==> config.mk <==
export PLATFORM = sky130hd
export DESIGN_NAME = iwc_filter
export DESIGN_NICKNAME = d
export VERILOG_FILES = /design/src/design/iwc_pkg.sv /design/src/design/iwc_filter.sv
export SDC_FILE = /design/constraint.sdc
export NUM_CORES = 1
export LEC_CHECK = 0
export BUFFER_PORTS_ARGS = -buffer_cell sky130_fd_sc_hd__buf_4
export CAP_MARGIN = 20
export CORE_ASPECT_RATIO = 1.5
export CORE_MARGIN = 2
export CORE_UTILIZATION = 57
export CTS_CLUSTER_DIAMETER = 80
export DETAILED_ROUTE_END_ITERATION = 8
export GPL_TIMING_DRIVEN = 0
export PLACE_DENSITY = 0.8
export SYNTH_ARGS = -nofsm -noshare
export SYNTH_HDL_FRONTEND = slang
export SYNTH_SLANG_ARGS = --single-unit
==> constraint.sdc <==
create_clock -name clk -period 7.9 [get_ports clk]
set_input_delay 1.58 -clock clk [delete_from_list [all_inputs] [get_ports clk]]
set_output_delay 1.58 -clock clk [all_outputs]
set_load 0.02 [all_outputs]
==> src/design/iwc_pkg.sv <==
// Types, codes and constants of the image window convolution block.
package iwc_pkg;

  localparam int DEF_MAX_WIDTH = 1024;
  localparam int MIN_WIDTH     = 5;
  localparam logic [10:0] WIDTH_RESET = 11'd512;

  // register indexes on the configuration port
  localparam logic REG_IMAGE_WIDTH = 1'b0;
  localparam logic REG_FILTER_MODE = 1'b1;

  // filter modes (code 3 behaves as gaussian)
  localparam logic [1:0] MODE_GAUSS   = 2'd0;
  localparam logic [1:0] MODE_SOBEL_X = 2'd1;
  localparam logic [1:0] MODE_SOBEL_Y = 2'd2;

  // input item kinds
  localparam logic KIND_PIXEL = 1'b0;

  // floor(x / 159) = (x * 52759) >> 23 for every x up to 159 * 255
  localparam logic [15:0] DIV159_MUL   = 16'd52759;
  localparam int          DIV159_SHIFT = 23;

  localparam logic [3:0] GAUSS_K [5][5] = '{
    '{4'd2, 4'd4,  4'd5,  4'd4,  4'd2},
    '{4'd4, 4'd9,  4'd12, 4'd9,  4'd4},
    '{4'd5, 4'd12, 4'd15, 4'd12, 4'd5},
    '{4'd4, 4'd9,  4'd12, 4'd9,  4'd4},
    '{4'd2, 4'd4,  4'd5,  4'd4,  4'd2}
  };

  localparam logic signed [2:0] SOBEL_X [3][3] = '{
    '{-3'sd1, 3'sd0, 3'sd1},
    '{-3'sd2, 3'sd0, 3'sd2},
    '{-3'sd1, 3'sd0, 3'sd1}
  };

  localparam logic signed [2:0] SOBEL_Y [3][3] = '{
    '{ 3'sd1,  3'sd2,  3'sd1},
    '{ 3'sd0,  3'sd0,  3'sd0},
    '{-3'sd1, -3'sd2, -3'sd1}
  };

  // 5x5 window, [row][col], row 0 is two rows above the centre
  typedef logic [4:0][4:0][7:0] win_t;

  // one column of history: slot k is the pixel k+1 rows back
  typedef logic [3:0][7:0] line_word_t;

  typedef struct packed {
    logic valid;
    logic last;
  } win_ctl_t;

endpackage

==> src/design/iwc_filter.sv <==
// Filter datapath: gaussian 5x5 / sobel 3x3 sums, scaling and output register.
module iwc_filter (
  input  logic              clk,
  input  logic              rst,
  input  iwc_pkg::win_ctl_t ctl,
  output logic              ready,
  input  iwc_pkg::win_t     taps,
  input  logic [1:0]        mode,
  output logic              out_valid,
  input  logic              out_ready,
  output logic [7:0]        pixel_out,
  output logic              frame_last
);

  // stage c: row sums and sobel sum
  logic                     c_valid;
  logic                     c_last;
  logic                     c_gauss;
  logic [4:0][13:0]         c_row;
  logic signed [10:0]       c_sob;
  // stage d: gaussian total and clamped sobel
  logic                     d_valid;
  logic                     d_last;
  logic                     d_gauss;
  logic [15:0]              d_gsum;
  logic [7:0]               d_sob;

  logic                     c_ready;
  logic                     d_ready;
  logic                     o_ready;
  logic                     is_gauss;
  logic                     use_y;
  logic [4:0][13:0]         row_sum;
  logic signed [10:0]       sob_sum;
  logic [15:0]              gsum;
  logic [7:0]               sob_clamp;
  logic [31:0]              prod;

  assign o_ready = !out_valid || out_ready;
  assign d_ready = !d_valid || o_ready;
  assign c_ready = !c_valid || d_ready;
  assign ready   = c_ready;

  assign is_gauss = !(mode == iwc_pkg::MODE_SOBEL_X || mode == iwc_pkg::MODE_SOBEL_Y);
  assign use_y    = (mode == iwc_pkg::MODE_SOBEL_Y);

  always_comb begin
    logic [13:0]        acc;
    logic signed [10:0] kk;
    logic signed [10:0] sacc;
    for (int i = 0; i < 5; i++) begin
      acc = '0;
      for (int j = 0; j < 5; j++) begin
        acc = acc + 14'(iwc_pkg::GAUSS_K[i][j]) * 14'(taps[i][j]);
      end
      row_sum[i] = acc;
    end
    sacc = '0;
    for (int i = 0; i < 3; i++) begin
      for (int j = 0; j < 3; j++) begin
        kk = 11'(use_y ? iwc_pkg::SOBEL_Y[i][j] : iwc_pkg::SOBEL_X[i][j]);
        sacc = sacc + kk * $signed({3'b000, taps[i+1][j+1]});
      end
    end
    sob_sum = sacc;
  end

  always_comb begin
    gsum = '0;
    for (int i = 0; i < 5; i++) begin
      gsum = gsum + 16'(c_row[i]);
    end
    if (c_sob < 11'sd0) begin
      sob_clamp = 8'd0;
    end else if (c_sob > 11'sd255) begin
      sob_clamp = 8'd255;
    end else begin
      sob_clamp = c_sob[7:0];
    end
  end

  assign prod = 32'(d_gsum) * 32'(iwc_pkg::DIV159_MUL);

  always_ff @(posedge clk) begin
    if (rst) begin
      c_valid   <= 1'b0;
      d_valid   <= 1'b0;
      out_valid <= 1'b0;
    end else begin
      if (c_ready) begin
        c_valid <= ctl.valid;
      end
      if (d_ready) begin
        d_valid <= c_valid;
      end
      if (o_ready) begin
        out_valid <= d_valid;
      end
    end
  end

  always_ff @(posedge clk) begin
    if (c_ready && ctl.valid) begin
      c_row   <= row_sum;
      c_sob   <= sob_sum;
      c_gauss <= is_gauss;
      c_last  <= ctl.last;
    end
    if (d_ready && c_valid) begin
      d_gsum  <= gsum;
      d_sob   <= sob_clamp;
      d_gauss <= c_gauss;
      d_last  <= c_last;
    end
    if (o_ready && d_valid) begin
      pixel_out  <= d_gauss ? prod[iwc_pkg::DIV159_SHIFT+7 -: 8] : d_sob;
      frame_last <= d_last;
    end
  end

endmodule

### Yosys cells after proc, flatten, opt, wreduce, memory -nomap -nowiden

Cells that the tools add are included.
Widths: inputs -> output; s select.

* register bits after elaboration: 121
* word-level logic and storage cells: 92
* bits of input ports: 207

* add/subtract/negate cells: 32
* equality and inequality tests: 2
* $mul: 20
* order comparisons: 2
* mux-type cells: 8
* reduce and logical (&&, ||, !) cells: 11

Operators by type and width (count)
* $add 11x11->11: 6
* $mul 4x8->12 const A: 5
* $mul 11x9->11: 4
* $mul 3x8->11 const A: 4
* $mux 11: 4
* $add 13x12->14: 3
* $add 14x12->14: 3
* $mul 2x8->10 const A: 4
* $add 16x14->16: 2
* $mul 16x16->31 const B: 1
* $add 13x9->14: 2
* $add 14x10->14: 2
* $add 10x12->13: 2
* $add 12x10->13: 2
* $add 11x11->12: 2
* $add 9x10->11: 2
* $mul 2x8->10: 2
* $add 15x14->16: 1
* $mux 8: 2
* $add 14x14->15: 1
* $add 14x11->14: 1
* $add 11x12->13: 1
* $add 11x9->11: 1
* $gt 11x9->1 const B: 1
* 8 further kinds: 17

### Longest topological paths before layout

* depth in word-level cells: 10
* gate-level depth with buffers: 27
* mapped depth without buffers: 25

### Worst setup path before layout

No wires, ideal clock.

* path kind: input to register
* from: input mode[0]
* to: register c_sob[10], data pin
* data required time: 7640 ps
* data arrival time: 7526 ps
* buffers on the path: 2
* library setup time: 260 ps
* stages: 23
* path slack: 114 ps
* path through: inv_1 -> ha_1 -> clkbuf_1 -> clkbuf_1 -> nand2_1 -> inv_1 -> fa_1 -> fa_1 -> fa_1 -> inv_1 -> fa_1 -> inv_1 -> fa_1 -> fa_1 -> fa_1 -> inv_1 -> fa_1 -> inv_1 -> ha_1 -> or2_2 -> a21oi_1 -> a21oi_1 -> xnor2_1

* longest elaborated chain between the ends: 10
* elaborated cells on any way between the ends: 20
* classes of those cells: add/sub (7); mul (6); eq/ne (1); mux (6)

Ends and longest elaborated chain
* start: declaration: RTL line iwc_filter.sv:8 `input logic [1:0] mode,`
* $eq 2x2->1 *: RTL line iwc_filter.sv:45 `assign use_y = (mode == iwc_pkg::MODE_SOBEL_Y);`
* $mux 11 / $mux 2 (equally long branches): RTL line iwc_filter.sv:61 `kk = 11'(use_y ? iwc_pkg::SOBEL_Y[i][j] : iwc_pkg::SOBEL_X[i][j]);`
* $mul 11x9->11 / $mul 2x8->10 (equally long branches): RTL line iwc_filter.sv:62 `sacc = sacc + kk * $signed({3'b000, taps[i+1][j+1]});`
* $add 11x11->11: RTL line iwc_filter.sv:62
* $add 11x9->11: RTL line iwc_filter.sv:62
* $add 11x11->11 (4 in a row): RTL line iwc_filter.sv:62
* $add 11x11->11 *: RTL line iwc_filter.sv:62
* via sob_sum[10]: RTL line iwc_filter.sv:34 `logic signed [10:0] sob_sum;`
* end signal: assignment: RTL line iwc_filter.sv:105 `c_sob <= sob_sum;`
* end: declaration: RTL line iwc_filter.sv:20 `logic signed [10:0] c_sob;`

The timed path passes the listed nets; every way through them passes the cells marked *.
A chain may end at the register's enable or synchronous reset.

### Worst setup path in the final report

Same ends and word-level chain as after synthesis.

==> impl_table.tex <==
\begin{tabular}{lr}
\hline
Metric & Value \\
\hline
\multicolumn{2}{l}{\textbf{Routing}} \\
\quad Count of unresolved DRC violations after routing & 0 \\
\quad Antenna violation net count after detailed routing & 0 \\
\quad Total number of vias & 16304 \\
\quad Count of TritonRoute iterations in the first routing pass & 5 \\
\quad Avg WL per Cell & 18.42 um \\
\quad Via density & 5.253 \\
\quad Detailed router's first-iteration violation count & 541 \\
\quad Drt total wl & 57180 um \\
\multicolumn{2}{l}{\textbf{Job}} \\
\quad Maxcap violations & 0 \\
\multicolumn{2}{l}{\textbf{Synthesis}} \\
\quad Post-synthesis instance total & 2283 \\
\quad Post-synthesis instance area & 24300 um\^{}2 \\
\quad Primary FF master, synth & edfxtp\_1 \\
\quad Total of flip-flops plus latches after synthesis & 119 \\
\quad Distinct cell type count of the synthesized netlist & 59 \\
\quad Number of enable-type register cells in the synthesized netlist & 116 \\
\quad Sequential fraction of the synthesis area & 14.58\% \\
\quad Synth warnings & 0 \\
\quad Syn Area/Cell & 10.64 um\^{}2 \\
\quad Number of nets in the synthesized netlist & 3385 \\
\quad Share of async-settable or async-resettable flops after synthesis & 0\% \\
\multicolumn{2}{l}{\textbf{Floorplanning}} \\
\quad Width of the die & 172.6 um \\
\quad Effective utilization at floorplan & 57.84\% \\
\quad Die Ht & 256.9 um \\
\quad Top-Level Pins & 218 \\
\quad Area of the core region & 42020 um\^{}2 \\
\quad Number of placement rows & 92 \\
\quad Die area & 44330 um\^{}2 \\
\multicolumn{2}{l}{\textbf{Setup path}} \\
\quad Setup slack of the most critical reg-to-reg path & 1.63 ns \\
\quad Critical path endpoint category & flop \\
\quad Required arrival time at the worst endpoint & 8.07 ns \\
\quad Setup CP Type & input pin to flop \\
\quad Maximum fanout along the worst path & 10 \\
\quad Worst path arrival time & 7.91 ns \\
\quad Crit path launch type & input pin \\
\multicolumn{2}{l}{\textbf{Clocking}} \\
\quad Post-CTS Hold Fix Bufs & 0 \\
\quad Clock tree buffer depth & 2 \\
\quad Clock insertion delay at the later pin of the skew report & 0.43 ns \\
\quad CTS Buf Count & 17 \\
\quad Clock edge transition at the registers on the reported setup and hold paths & 0.06 ns \\
\quad Clk sinks & 119 \\
\quad \# H-tree levels & 4 \\
\quad Root Driver & clkbuf\_16 \\
\quad TritonCTS clock tree & done \\
\multicolumn{2}{l}{\textbf{Timing}} \\
\quad Time the worst path needs with I/O delays and setup & 7.734 ns \\
\quad Crit share post-route & 97.90\% \\
\quad Relative slew slack & 37.12\% \\
\quad Setup clock skew after layout & 0.008183 ns \\
\quad Finish-stage setup viols & 0 \\
\quad Max-slew violation count & 0 \\
\quad Worst slew pin tran & 0.9433 ns \\
\quad Final setup slack of the worst path & 0.1657 ns \\
\quad Final hold vios & 0 \\
\quad Fmax & 129.3 MHz \\
\multicolumn{2}{l}{\textbf{Place}} \\
\quad Cell area after placement & 26700 um\^{}2 \\
\quad Placer Congestion & 0.9811 \\
\quad Pre-CTS worst setup slack & -1.302 ns \\
\quad Port Buffers & 217 \\
\quad HPWL after detailed placement & 51240 um \\
\multicolumn{2}{l}{\textbf{GRT}} \\
\quad Global-route wire length before repair & 94120 um \\
\quad Antenna violations before repair & 0 \\
\quad Tot GR Track Use & 27.63\% \\
\quad Via count of the first global-routing pass & 19114 \\
\quad Pin count of the biggest net entering global routing & 32 \\
\quad Remaining global-route overflow & 0 \\
\multicolumn{2}{l}{\textbf{Final layout}} \\
\quad Cell area after layout & 27430 um\^{}2 \\
\quad Flip-flop and latch area & 3543 um\^{}2 \\
\quad NumNets Final & 3629 \\
\quad Proportion of layout cells with a drive suffix above 1 & 11.46\% \\
\quad Number of fillers in the final layout & 3201 \\
\quad Layout-stage area growth over the synthesis result & 12.87\% \\
\quad Final antenna diode count & 0 \\
\quad Multi-input gate area in the final layout & 18080 um\^{}2 \\
\multicolumn{2}{l}{\textbf{Outcome}} \\
\quad Result of the run & finished, final reports clean \\
\multicolumn{2}{l}{\textbf{Worst hold path}} \\
\quad Classification of the worst-slack hold path & flop to flop \\
\hline
\end{tabular}
-- sequential cells by signal, summed over array words and instances, names as in the netlist --
name,flops
c_row,68
d_gsum,16
c_sob,11
d_sob,8
pixel_out,8
c_gauss,1
c_last,1
c_valid,1
d_gauss,1
d_last,1
d_valid,1
frame_last,1
out_valid,1
-- metal layers --
layer / global-route usage, % / vias to the layer above / wire (um)
met3: 2.763 / 233 / 1729
met2: 53.48 / 440 / 31800
met4: 19.68 / 0 / 4918
li1: - / 7548 / -
met5: 0 / - / 0
met1: 27.15 / 8083 / 18730
-- synthesized netlist by cell type (2+ instances only) --
master	n	area, um^2
inv_1	728	2733
or3_1	7	43.79
a31o_2	2	17.52
o311ai_0	3	26.28
a21oi_1	70	350.3
o211ai_1	3	22.52
nor4_1	2	12.51
nor2b_1	18	112.6
or2_2	3	18.77
xnor2_1	88	770.7
fa_1	446	8929
nor3_1	15	75.07
and3_1	9	56.30
edfxtp_1	116	3483
nor3b_1	2	15.01
a21o_1	33	247.7
a2111oi_0	4	35.03
mux2_2	3	33.78
nand2_1	50	187.7
nand2b_1	17	106.4
a221oi_1	2	17.52
o21a_1	4	30.03
ha_1	449	5618
nand3_1	10	50.05
and2_1	7	43.79
and4_1	3	26.28
nand3b_1	2	15.01
nand4_1	6	37.54
a21boi_0	3	22.52
o21bai_1	24	180.2
xor2_1	28	245.2
a31oi_1	5	31.28
o21ai_0	31	155.2
a211o_1	2	17.52
or4_1	3	22.52
nor2_1	48	180.2
dfxtp_1	3	60.06
a211oi_1	7	52.55
clkbuf_1	7	26.28
-- worst max-delay path: stages --
cell      delay, ns
buf_4          0.12
inv_2          0.09
ha_4           0.16
clkbuf_8       0.16
clkbuf_8       0.18
nand2_1        0.13
fa_1           0.54
inv_2          0.08
fa_1           0.59
inv_1          0.07
fa_2           0.57
fa_1           0.45
fa_1           0.51
fa_1           0.51
inv_1          0.05
fa_1           0.47
inv_1          0.05
fa_2           0.35
xnor2_2        0.15
xnor2_1        0.19
xnor2_1        0.17
xnor2_1        0.12
xnor2_1        0.29
xnor2_2        0.19
xnor2_1        0.12
-- through the flow --
stage / TNS (ns) / hold slack (ns) / std cells / utilization, %
after floorplan: 0 / 0.4003 / 2283 / -
after global placement: -4.370 / 0.4023 / 3064 / 63.39
after detailed placement: -4.674 / 0.4070 / 3066 / 63.55
after CTS: 0 / 0.4163 / 3100 / 65.12
after global routing: -0.06995 / 0.4249 / 3104 / 65.28
final: 0 / 0.4155 / 3104 / 65.28
-- cell families after synthesis --
kind of cell,share of synthesized area (%)
muxes,0.1802
adders and majority gates,59.86
buffers and inverters,11.38
AOI/OAI and AO/OA,5.561
xor gates and xnor gates,4.181
and+or+nand+nor,4.248
DFF,14.58
-- what timing repair did --
| action | in CTS | in global routing |
|---|---|---|
| endpoints found under the setup margin | 5 | 2 |
| gates cloned | 0 | 0 |
| buffers inserted | 2 | 4 |
| gates resized for setup | 17 | 13 |
| pin swaps | 2 | 9 |
-- cell usage in the layout, fill, tap and decap left out, types with 4 or more instances in the layout --
cell	count
xor2_1	27
nand4_1	6
a211oi_1	7
nor2b_1	17
o21bai_1	24
nor2_1	48
o21a_1	4
a2111oi_0	4
inv_6	5
xnor2_1	86
nand3_1	10
nand2_1	50
nor3_1	15
and3_1	9
nand2b_1	17
inv_8	4
o21ai_0	31
a21o_1	33
edfxtp_1	116
fa_1	441
inv_1	726
fa_2	5
a31oi_1	4
and2_1	7
ha_1	447
a21oi_1	70
buf_4	224
or3_1	7
clkbuf_16	17
-- final timing paths --
path	from	to	depth (start not counted)
max	mode[0]	c_sob[10]	25
min	c_gauss	d_gauss	0
max reg2reg	d_gsum[8]	pixel_out[7]	18
min reg2reg	c_gauss	d_gauss	0
-- layout make-up --
type | instances | share of cell area [%]
well taps | 564 | 2.573
flip-flops and latches | 119 | 12.92
plain buffers | 8 | 0.2372
repair buffers | 225 | 6.250
inverters | 729 | 9.977
multi-input cells | 1427 | 65.91
clock buffers | 17 | 1.551
clock inverters | 15 | 0.5794
Power is not shown: default switching activity piles up to over one toggle a cycle in this logic, so the estimate is an artifact.
